--- src/sv/gda_pkg.sv ---
package gda_pkg;

	localparam int MAX_HEADS    = 4;
	localparam int MAX_KV_HEADS = 4;
	localparam int MAX_HEAD_DIM = 16;
	localparam int MAX_SEQ      = 64;
	localparam int MAX_LAYERS   = 2;

	localparam logic [1:0] KIND_QUERY = 2'd0;
	localparam logic [1:0] KIND_KEY   = 2'd1;
	localparam logic [1:0] KIND_VALUE = 2'd2;
	localparam logic [1:0] KIND_RUN   = 2'd3;

	localparam logic [1:0] STAT_OK        = 2'd0;
	localparam logic [1:0] STAT_BAD_HEADS = 2'd1;
	localparam logic [1:0] STAT_BAD_POS   = 2'd2;

	localparam logic [1:0] CFG_QUERY_HEADS = 2'd0;
	localparam logic [1:0] CFG_KV_HEADS    = 2'd1;
	localparam logic [1:0] CFG_HEAD_WIDTH  = 2'd2;
	localparam logic [1:0] CFG_SCORE_SCALE = 2'd3;

	typedef struct packed {
		logic [2:0]  qh;
		logic [2:0]  kvh;
		logic [4:0]  hw;
		logic [15:0] scale;
	} gda_cfg_t;

	typedef struct packed {
		logic        we_q;
		logic        we_k;
		logic        we_v;
		logic [5:0]  addr;
		logic [15:0] data;
	} gda_load_t;

	typedef struct packed {
		logic [1:0] status;
		logic [5:0] pos;
		logic       layer;
	} gda_run_t;

	// q1.16 table of 2^(-j/16)
	function automatic logic [16:0] exp_tbl(input logic [4:0] j);
		logic [16:0] r;
		begin
			case (j)
				5'd0:  r = 17'd65536;
				5'd1:  r = 17'd62757;
				5'd2:  r = 17'd60097;
				5'd3:  r = 17'd57549;
				5'd4:  r = 17'd55109;
				5'd5:  r = 17'd52773;
				5'd6:  r = 17'd50535;
				5'd7:  r = 17'd48393;
				5'd8:  r = 17'd46341;
				5'd9:  r = 17'd44376;
				5'd10: r = 17'd42495;
				5'd11: r = 17'd40693;
				5'd12: r = 17'd38968;
				5'd13: r = 17'd37316;
				5'd14: r = 17'd35734;
				5'd15: r = 17'd34219;
				default: r = 17'd32768;
			endcase
			return r;
		end
	endfunction

	// shared kv head of a query head, for valid head counts only
	function automatic logic [1:0] kv_map(input logic [1:0] h, input logic [2:0] qh,
		input logic [2:0] kv);
		logic [1:0] r;
		begin
			if (kv == qh) begin
				r = h;
			end else if (kv == 3'd1) begin
				r = 2'd0;
			end else begin
				r = h >> 1;
			end
			return r;
		end
	endfunction

endpackage

--- src/sv/gda_queue.sv ---
module gda_queue import gda_pkg::*; (
	input  logic     clk,
	input  logic     arst_n,
	input  logic     push,
	input  gda_run_t push_data,
	input  logic     pop,
	output gda_run_t pop_data,
	output logic     empty
);

	gda_run_t   slot_q [2];
	logic       wr_q;
	logic       rd_q;
	logic [1:0] cnt_q;

	assign empty    = (cnt_q == 2'd0);
	assign pop_data = slot_q[rd_q];

	always_ff @(posedge clk) begin
		if (push && cnt_q != 2'd2) begin
			slot_q[wr_q] <= push_data;
		end
	end

	always_ff @(posedge clk or negedge arst_n) begin
		if (!arst_n) begin
			wr_q  <= 1'b0;
			rd_q  <= 1'b0;
			cnt_q <= 2'd0;
		end else begin
			if (push && cnt_q != 2'd2) begin
				wr_q <= ~wr_q;
			end
			if (pop && !empty) begin
				rd_q <= ~rd_q;
			end
			cnt_q <= cnt_q + 2'((push && cnt_q != 2'd2) ? 1 : 0) - 2'((pop && !empty) ? 1 : 0);
		end
	end

endmodule

--- config.mk ---
export PLATFORM = sky130hd
export DESIGN_NAME = gda_queue
export DESIGN_NICKNAME = d
export VERILOG_FILES = /design/src/sv/gda_pkg.sv /design/src/sv/gda_queue.sv
export SDC_FILE = /design/constraint.sdc
export NUM_CORES = 1
export LEC_CHECK = 0
export ABC_AREA = 1
export BUFFER_PORTS_ARGS = -buffer_cell sky130_fd_sc_hd__buf_2
export CORE_UTILIZATION = 55
export CTS_BUF_LIST = sky130_fd_sc_hd__clkbuf_4 sky130_fd_sc_hd__clkbuf_8
export DETAILED_ROUTE_END_ITERATION = 6
export PLACE_DENSITY = 0.87
export SLEW_MARGIN = 25
export SYNTH_ARGS = -nofsm -noshare
export SYNTH_HDL_FRONTEND = slang
export SYNTH_SLANG_ARGS = --single-unit
--- constraint.sdc ---
create_clock -name clk -period 2.7 [get_ports clk]
set_clock_uncertainty 0.05 [all_clocks]
set_input_delay 0 -clock clk [delete_from_list [all_inputs] [get_ports clk]]
set_output_delay 0 -clock clk [all_outputs]
set_load 0.05 [all_outputs]
==> results <==
- The post-synthesis sequential element count is 22.
- The number of placed instances, taps included is 116.
- The mean cell area of the mapped netlist is around 11 um2.
- The post-synthesis to final-layout area growth is 33.6%.
- The clock network latency to the later pin of the worst-skew pair is roughly 0.3 ns.
- For this block, the initial DRC count from the detailed router was 15.
- The worst hold path was traced through 2 stages.
- Across every metal layer, demand over resource in global routing totals 0.222.
- The worst pin sits at a relative slew slack of 0.481.
- Summed over all cells, the static leakage comes to roughly 0.58 nW.
- The final setup TNS is 0 ns.
- The total power of the final layout is around 1.4 mW.
- The class of the most critical setup path is flop to flop.
- The Yosys warning count is 0.
- TritonCTS built the clock tree.
- Entering global routing, the biggest net connects 14 pins.
- Counting I/O delays and the setup requirement, the final critical path takes approximately 1.6 ns.
- The max-slew violation count is 0.
- Once the clock tree was built, the resizer swapped 0 gates to a different size.
- Synthesis instantiated 10 different standard cells from the library.
- The die area is approximately 1800 um2.
- The number of H-tree levels is 1.
- The path type of the worst min-delay path is input pin to flop.
- The total detailed-routing wirelength is 1.78 mm.
- The via count of the first global-routing pass is approximately 670.
- In this run the clock root is driven by a sky130_fd_sc_hd__clkbuf_4.
- Setup slack closes at between 1 and 1.5 ns.
- Along the worst path, the maximum fanout reaches 9.
- At the worst endpoint, the arrival time is roughly 1.5 ns.
- After routing the design area is about 1200 um2.
- The die extent in x is between 40 and 50 um.
- Post-CTS timing repair inserted 0 buffers for setup.
- The repair_antennas step left the layout with diodes totalling 0.
- The detail route stage leaves a number of antenna-violating nets equal to 0.
- The site row count is 14.
- The most common cell after layout, fill and taps aside is sky130_fd_sc_hd__nand2_1.
- Setup violations remaining at the end of the flow were counted as 0.
- In this run the vertical extent of the chip is 42.2 um.
- The total via count after detailed routing is ~660.
- For this configuration, the core starts out at a cell density of 0.591.
- TritonCTS created 3 clock buffers.
- Of the cells placed in the final design, the portion with a size suffix greater than 1 is 0.248.
- Timing would allow up to between 0.6 and 0.7 GHz.
- The count of maximum capacitance violations is 0.
- The longest clock path from root to sink contains 2 buffers.
- The count of unresolved DRC violations after routing is 0.
- The worst setup path is launched from a flop.
- The net count of the finished layout is ~130.
- The fraction of the yosys area taken by sequential cells is 0.719.
- The total number of clock tree sinks is 22.
- Buffers placed on the I/O ports in this run total 22.
- After floorplanning, the core was sized to cover 1510 um2.
- The power density normalized to cell area is 1190 nW/um2.
- The pre-antenna-repair detailed-routing pass consisted of 4 iterations.
- The post-route core utilization is 0.790.
- The synthesized netlist net count is 94.
- Once layout is complete, the cells apart from fillers number roughly 130.
- The post-placement setup slack is 1.12 ns.
- The first global-routing pass estimated 2.79 mm of wire.
- Routability-driven placement finished with a final weighted congestion of 0.746.
- The number of hold-repair buffers added at the cts stage is 13.
- The flow ran to the end, and the final reports show no timing, DRC or antenna violations.
- The number of instances in the synthesized netlist is 79.
- The final period utilization is 0.599.
- For the pin with the worst max-slew slack, the measured transition is 0.775 ns.
- The number of antenna violations at the first check in global routing is 0.
- After clock tree synthesis, the clock-pin slew on the worst setup and hold paths is around 0.12 ns.
- The number of cells on the worst reg-to-reg path is 4.
- The worst setup path is captured at a flop.
- The endpoint required time on the critical path is 2.59 ns.
- The mean routed wirelength per cell is ~13 um.
- The vias per cell is 4.92.
- The hold violation total from the final report is 0.
- Fill cells in the final layout number just under 100.
- During I/O placement, the number of pins put on the boundary was 23.
- The global-route congestion overflow total is 0.
- The HPWL reported at the end of detailed placement is between 1 and 1.5 mm.
- Setup repair after global routing left no endpoint under its margin.
- The worst ir drop on vdd is 0.711 mV.
- The post-placement cell area is roughly 1000 um2.
- In the layout the commonest cells are 38 x sky130_fd_sc_hd__nand2_1, 22 x sky130_fd_sc_hd__buf_2, 18 x sky130_fd_sc_hd__edfxtp_1, 13 x sky130_fd_sc_hd__dlygate4sd3_1, 9 x sky130_fd_sc_hd__inv_1.
- The post-synthesis instance area is 891 um2.
- The final hold slack is 0.359 ns.
routing by layer:
layer	routed length (um)	track usage
met1	688	0.235
met2	970	0.406
met3	56	0.0259
met4	66	0.150
met5	0	0
final timing paths:
kind	from	to	slack, ns
worst min-delay path	push_data[4]	slot_q[1][4]	0.36
worst max-delay path	cnt_q[0]	slot_q[1][0]	1.08
max in group asynchronous	arst_n	rd_q	1.89
worst min register to register	wr_q	wr_q	0.44
min in group asynchronous	arst_n	cnt_q[0]	0.54
worst max register to register	cnt_q[0]	slot_q[1][0]	1.08
Yosys cell counts, drive strengths merged:
master	n	area, um2
nand3	3	15.0
nor2	1	3.75
ha	2	25.0
edfxtp	18	541
inv	10	37.5
dfrtp	4	100
clkbuf	1	13.8
nand2	40	155
critical path, cell delays in order, from the launching register on:
cell and delay (ns):
sky130_fd_sc_hd__dfrtp_1 0.37, sky130_fd_sc_hd__inv_1 0.06, sky130_fd_sc_hd__nand2_1 0.11, sky130_fd_sc_hd__nand2_2 0.08, sky130_fd_sc_hd__nor2_1 0.60
report_power, final:
group          total (mW)  internal [mW]  switching [mW]
registers           0.523          0.471          0.0516
logic               0.653          0.151           0.502
clock network       0.246          0.150          0.0965
state kept, by name, summed over array words and instances (netlist names):
| register | flops |
|---|---|
| cnt_q | 2 |
| rd_q | 1 |
| slot_q | 18 |
| wr_q | 1 |
kinds of logic after synthesis:
group                    Yosys count  share of synthesized area
adder cells (fa/ha/maj)            2                     0.0281
AND/OR/NAND/NOR                   44                      0.195
flip-flops                        22                      0.719
buffers and inverters             11                     0.0576
cell type report:
type,instances,area (um2),area share
clock inverter,1,30.0,0.0252
clock buffer,3,22.5,0.0189
inverter,10,37.5,0.0315
timing repair buffer,35,240,0.202
multi-input combinational,46,199,0.167
sequential,22,641,0.538
tap,16,20.0,0.0168
Power figures use the tool's default switching activity.
