## config.mk

```make
export PLATFORM = sky130hd
export DESIGN_NAME = gda_front
export DESIGN_NICKNAME = d
export VERILOG_FILES = /design/src/sv/gda_pkg.sv /design/src/sv/gda_front.sv
export SDC_FILE = /design/constraint.sdc
export NUM_CORES = 1
export LEC_CHECK = 0
export BUFFER_PORTS_ARGS = -buffer_cell sky130_fd_sc_hd__clkbuf_2
export CAP_MARGIN = 25
export CORE_ASPECT_RATIO = 1.1
export CORE_MARGIN = 1
export CORE_UTILIZATION = 39
export DETAILED_ROUTE_END_ITERATION = 10
export GPL_TIMING_DRIVEN = 0
export PLACE_DENSITY = 0.77
export SLEW_MARGIN = 30
export SYNTH_ARGS = -nofsm -noshare
export SYNTH_HDL_FRONTEND = slang
export SYNTH_SLANG_ARGS = --single-unit
```

## constraint.sdc

```tcl
create_clock -name clk -period 1.8 [get_ports clk]
set_input_delay 0.09 -clock clk [delete_from_list [all_inputs] [get_ports clk]]
set_output_delay 0.09 -clock clk [all_outputs]
set_load 0.02 [all_outputs]
```

## src/sv/gda_pkg.sv

```systemverilog
package gda_pkg;

	localparam int MAX_HEADS    = 4;
	localparam int MAX_KV_HEADS = 4;
	localparam int MAX_HEAD_DIM = 16;
	localparam int MAX_SEQ      = 64;
	localparam int MAX_LAYERS   = 2;

	localparam logic [1:0] KIND_QUERY = 2'd0;
	localparam logic [1:0] KIND_KEY   = 2'd1;
	localparam logic [1:0] KIND_VALUE = 2'd2;
	localparam logic [1:0] KIND_RUN   = 2'd3;

	localparam logic [1:0] STAT_OK        = 2'd0;
	localparam logic [1:0] STAT_BAD_HEADS = 2'd1;
	localparam logic [1:0] STAT_BAD_POS   = 2'd2;

	localparam logic [1:0] CFG_QUERY_HEADS = 2'd0;
	localparam logic [1:0] CFG_KV_HEADS    = 2'd1;
	localparam logic [1:0] CFG_HEAD_WIDTH  = 2'd2;
	localparam logic [1:0] CFG_SCORE_SCALE = 2'd3;

	typedef struct packed {
		logic [2:0]  qh;
		logic [2:0]  kvh;
		logic [4:0]  hw;
		logic [15:0] scale;
	} gda_cfg_t;

	typedef struct packed {
		logic        we_q;
		logic        we_k;
		logic        we_v;
		logic [5:0]  addr;
		logic [15:0] data;
	} gda_load_t;

	typedef struct packed {
		logic [1:0] status;
		logic [5:0] pos;
		logic       layer;
	} gda_run_t;

	// q1.16 table of 2^(-j/16)
	function automatic logic [16:0] exp_tbl(input logic [4:0] j);
		logic [16:0] r;
		begin
			case (j)
				5'd0:  r = 17'd65536;
				5'd1:  r = 17'd62757;
				5'd2:  r = 17'd60097;
				5'd3:  r = 17'd57549;
				5'd4:  r = 17'd55109;
				5'd5:  r = 17'd52773;
				5'd6:  r = 17'd50535;
				5'd7:  r = 17'd48393;
				5'd8:  r = 17'd46341;
				5'd9:  r = 17'd44376;
				5'd10: r = 17'd42495;
				5'd11: r = 17'd40693;
				5'd12: r = 17'd38968;
				5'd13: r = 17'd37316;
				5'd14: r = 17'd35734;
				5'd15: r = 17'd34219;
				default: r = 17'd32768;
			endcase
			return r;
		end
	endfunction

	// shared kv head of a query head, for valid head counts only
	function automatic logic [1:0] kv_map(input logic [1:0] h, input logic [2:0] qh,
		input logic [2:0] kv);
		logic [1:0] r;
		begin
			if (kv == qh) begin
				r = h;
			end else if (kv == 3'd1) begin
				r = 2'd0;
			end else begin
				r = h >> 1;
			end
			return r;
		end
	endfunction

endpackage

```

## src/sv/gda_front.sv

```systemverilog
module gda_front import gda_pkg::*; (
	input  logic        clk,
	input  logic        arst_n,
	input  logic        in_valid,
	output logic        in_stall,
	input  logic [1:0]  kind,
	input  logic [1:0]  head_index,
	input  logic [3:0]  dim_index,
	input  logic signed [15:0] element_value,
	input  logic [5:0]  position,
	input  logic        layer_index,
	input  logic        cfg_write,
	input  logic [1:0]  cfg_index,
	input  logic [15:0] cfg_data,
	input  logic        hold,
	output gda_cfg_t    cfg,
	output gda_load_t   ld,
	output logic        run_push,
	output gda_run_t    run
);

	gda_cfg_t cfg_q;
	logic     acc;
	logic     bad_pos;
	logic     bad_heads;
	logic     divides;

	assign cfg      = cfg_q;
	assign in_stall = hold;
	assign acc      = in_valid && !in_stall;

	always_ff @(posedge clk or negedge arst_n) begin
		if (!arst_n) begin
			cfg_q.qh    <= 3'd4;
			cfg_q.kvh   <= 3'd4;
			cfg_q.hw    <= 5'd16;
			cfg_q.scale <= 16'd16384;
		end else if (cfg_write) begin
			case (cfg_index)
				CFG_QUERY_HEADS: cfg_q.qh    <= cfg_data[2:0];
				CFG_KV_HEADS:    cfg_q.kvh   <= cfg_data[2:0];
				CFG_HEAD_WIDTH:  cfg_q.hw    <= cfg_data[4:0];
				CFG_SCORE_SCALE: cfg_q.scale <= cfg_data;
				default: ;
			endcase
		end
	end

	assign divides = (cfg_q.kvh == 3'd1) || (cfg_q.kvh == cfg_q.qh) ||
		(cfg_q.qh == 3'd4 && cfg_q.kvh == 3'd2);
	assign bad_pos = ({1'b0, position} >= 7'(MAX_SEQ)) ||
		({1'b0, layer_index} >= 2'(MAX_LAYERS));
	assign bad_heads = (cfg_q.qh == 3'd0) || (cfg_q.qh > 3'(MAX_HEADS)) ||
		(cfg_q.kvh == 3'd0) || (cfg_q.kvh > 3'(MAX_KV_HEADS)) ||
		(cfg_q.kvh > cfg_q.qh) || !divides || (cfg_q.hw == 5'd0) ||
		(cfg_q.hw > 5'(MAX_HEAD_DIM));

	always_comb begin
		ld.we_q  = acc && (kind == KIND_QUERY);
		ld.we_k  = acc && (kind == KIND_KEY);
		ld.we_v  = acc && (kind == KIND_VALUE);
		ld.addr  = {head_index, dim_index};
		ld.data  = element_value;
		run_push = acc && (kind == KIND_RUN);
		run.pos  = position;
		run.layer = layer_index;
		if (bad_pos) begin
			run.status = STAT_BAD_POS;
		end else if (bad_heads) begin
			run.status = STAT_BAD_HEADS;
		end else begin
			run.status = STAT_OK;
		end
	end

endmodule

```

==> metrics.yaml <==
floorplanning:
  io-pin-count: 117
  die_area_um2: 3940
  core_um2: 3440
  die_h_um: 65.7
  dieWidth_um: 59.9
  start_util: 0.419
  num_rows: 22
worst_hold_path:
  min_from: "cfg_data[7]"
  min_to: "cfg[7]"
  hold_depth: 2
  min_path_type: "primary input to register"
finish:
  drive_above_1_share: 0.741
  mostFrequentLayoutCell: "clkbuf_2"
  finalNetCount: 275
  largest_reg_flops: 27
  fillers: 311
  num_antenna_cells: 0
  area_delta_synth_final_pct: 44.8
  final_cell_mix: "clkbuf_2 (85), buf_4 (35), mux2_2 (25)"
worst_setup_path:
  cp_data_required_time_ps: 1710
  worstSetupEndpointType: "output port"
  reg2regPathDepth: 3
  path_cells: "inv_2, ha_4, a2111oi_4, a32oi_1, or4_4, buf_6"
  rr_startpoint: "cfg[26]"
  cp.arrival_ps: 2150
  slowest_delay_ps: 570
  r2r_slack_ps: 830
  crit_type: "register to output port"
  critPathSlowestCell: "dfstp_2"
  startpoint_type: "register"
  cp_max_fo: 3
  r2r_end: "cfg[26]"
routing:
  dr.first_iter.drc_count: 17
  drtAntennaViolNets: 0
  drc: 0
  drt_pass1_iterations: 4
  viasPerCell: 4.49
  routedWlPerCell_um: 11.9
  totalWireLength_mm: 3.13
  num_vias: 1186
placement:
  portBuffers: 86
  gp_congestion: 0.708
  hpwl_mm: 2.43
grt:
  grt_max_degree: 28
  grtUsageTotal: 0.155
  grt_antenna_before_repair: 0
  grt_pass1_vias: 1125
  grt_pass1_wl_mm: 4.70
  grt_overflow_total: 0
synthesis:
  ys_ff_latch: 27
  synth_seq_area_share: 0.473
  yosys_warnings: 0
  synth.distinct_cells: 24
  syn_area_um2: 1440
  syn_inst: 116
  avgSynthCellArea_um2: 12.4
  synth.net_count: 174
sta:
  rsz0062_at_grt: "true"
  min_period_ps: 2240
  skew_ps: 0
  setup_slack_ps: -443
  period_share: 1.25
  drv_slew: 0
  slew_headroom: 0.573
  setup_viol: 1
  fmax_mhz: 446
  hold_slack_ps: 17.8
  hold_viol_final: 0
  tns_ps: -443
  tightest_slew_ps: 640
pwr:
  leakage_uw: 0.00110
  peakVddDrop_v: 0.000507
  powerDensity_nw_per_um2: 863
run_status:
  status: "complete, but fails checks"
  violations: "negative setup slack"
clock_tree:
  cts-htree-levels: 1
  clock-sinks: 27
  max-clock-path-buffers: 2
  cts_buffers: 3
  cts_root_buf: "clkbuf_4"
  worst_skew_pair.late_latency_ps: 300
  cts.reportedPaths.clkPinSlew_ps: 130
  tritoncts: "yes"
flow_run:
  max-cap-violations: 0
## per-layer routing
metal  track usage  up-vias  share of wire
met5             0        -              0
met4        0.0174        0              0
met3        0.0217        0          0.095
met2         0.297       75           0.52
met1         0.184      540           0.39
li1              -      571              -
## metrics by stage
stage | cells | instance area (um2) | power, uW | worst slack (ps) | utilization
2_1_floorplan | 116 | 1440 | 1260 | 4.49 | -
3_3_place_gp | 250 | 1930 | 1490 | -145 | 0.561
3_5_place_dp | 250 | 1930 | 1510 | -170 | 0.561
4_1_cts | 263 | 2040 | 1780 | -514 | 0.593
5_1_grt | 264 | 2090 | 1920 | -540 | 0.606
6_report | 264 | 2090 | 1800 | -443 | 0.606
## cell type report
cell class,count,area (um2),share of cell area
Buffer,32,238,0.114
Clock buffer,4,26.3,0.0126
Inverter,3,11.3,0.00540
Multi-Input combinational cell,53,532,0.255
Sequential cell,27,682,0.327
Tap cell,48,60.1,0.0288
Timing Repair Buffer,97,537,0.257
## logic make-up after synthesis
| group | after synthesis | share of synthesized area |
|---|---|---|
| flip-flops | 27 | 0.473 |
| XOR/XNOR | 2 | 0.0122 |
| multiplexers | 25 | 0.195 |
| other | 1 | 0.00260 |
| buffers and inverters | 36 | 0.178 |
| AND/OR/NAND/NOR | 15 | 0.0739 |
| adder cells (fa/ha/maj) | 4 | 0.0348 |
| AO/OA/AOI/OAI | 6 | 0.0304 |
## how the worst max path moves through the flow
stage,start,to,depth (start not counted)
2_1_floorplan,cfg[26],run[7],6
3_3_place_gp,cfg[26],run[7],7
3_5_place_dp,cfg[26],run[7],7
4_1_cts,cfg[26],run[7],7
5_1_grt,cfg[26],run[7],6
6_report,cfg[26],run[7],6
## synth_stat cells
cell type / n / area [um2]
nor2_1: 2 / 7.51
nand3b_1: 2 / 15.0
nand2_1: 2 / 7.51
nor2b_1: 1 / 6.26
nor3b_1: 1 / 7.51
xor2_1: 2 / 17.5
dfrtp_1: 23 / 576
nand3_2: 1 / 10.0
dfstp_2: 4 / 105
mux2_2: 25 / 282
buf_4: 32 / 240
conb_1: 1 / 3.75
nor4bb_1: 2 / 20.0
nor4_1: 1 / 6.26
a21oi_1: 1 / 5.00
a2111oi_2: 1 / 15.0
or4_1: 1 / 7.51
and4b_1: 1 / 10.0
nor4b_1: 1 / 8.76
a32oi_1: 1 / 8.76
buf_2: 1 / 5.00
o21ai_0: 3 / 15.0
inv_1: 3 / 11.3
ha_1: 4 / 50.1
## where the power goes
part	internal (uW)	switching, uW
sequential	734	88.2
clock	86.3	153
combinational	341	399
## worst max-delay path, delay by kind of cell (launching register included)
family | cells | cell delay [ps]
buffers and inverters | 2 | 200
AOI/OAI and AO/OA | 2 | 370
adders and majority gates | 1 | 160
and+or+nand+nor | 1 | 550
DFF | 1 | 570
## timing repair
item                       in CTS  in global routing
resized for setup               0                  9
setup endpoints to repair       1                  1
setup buffers                   2                  2
hold buffers                    7                  0
hold endpoints to repair       29                  0
pin swaps                       1                  3
No activity file was read; power rests on OpenSTA's default activity.
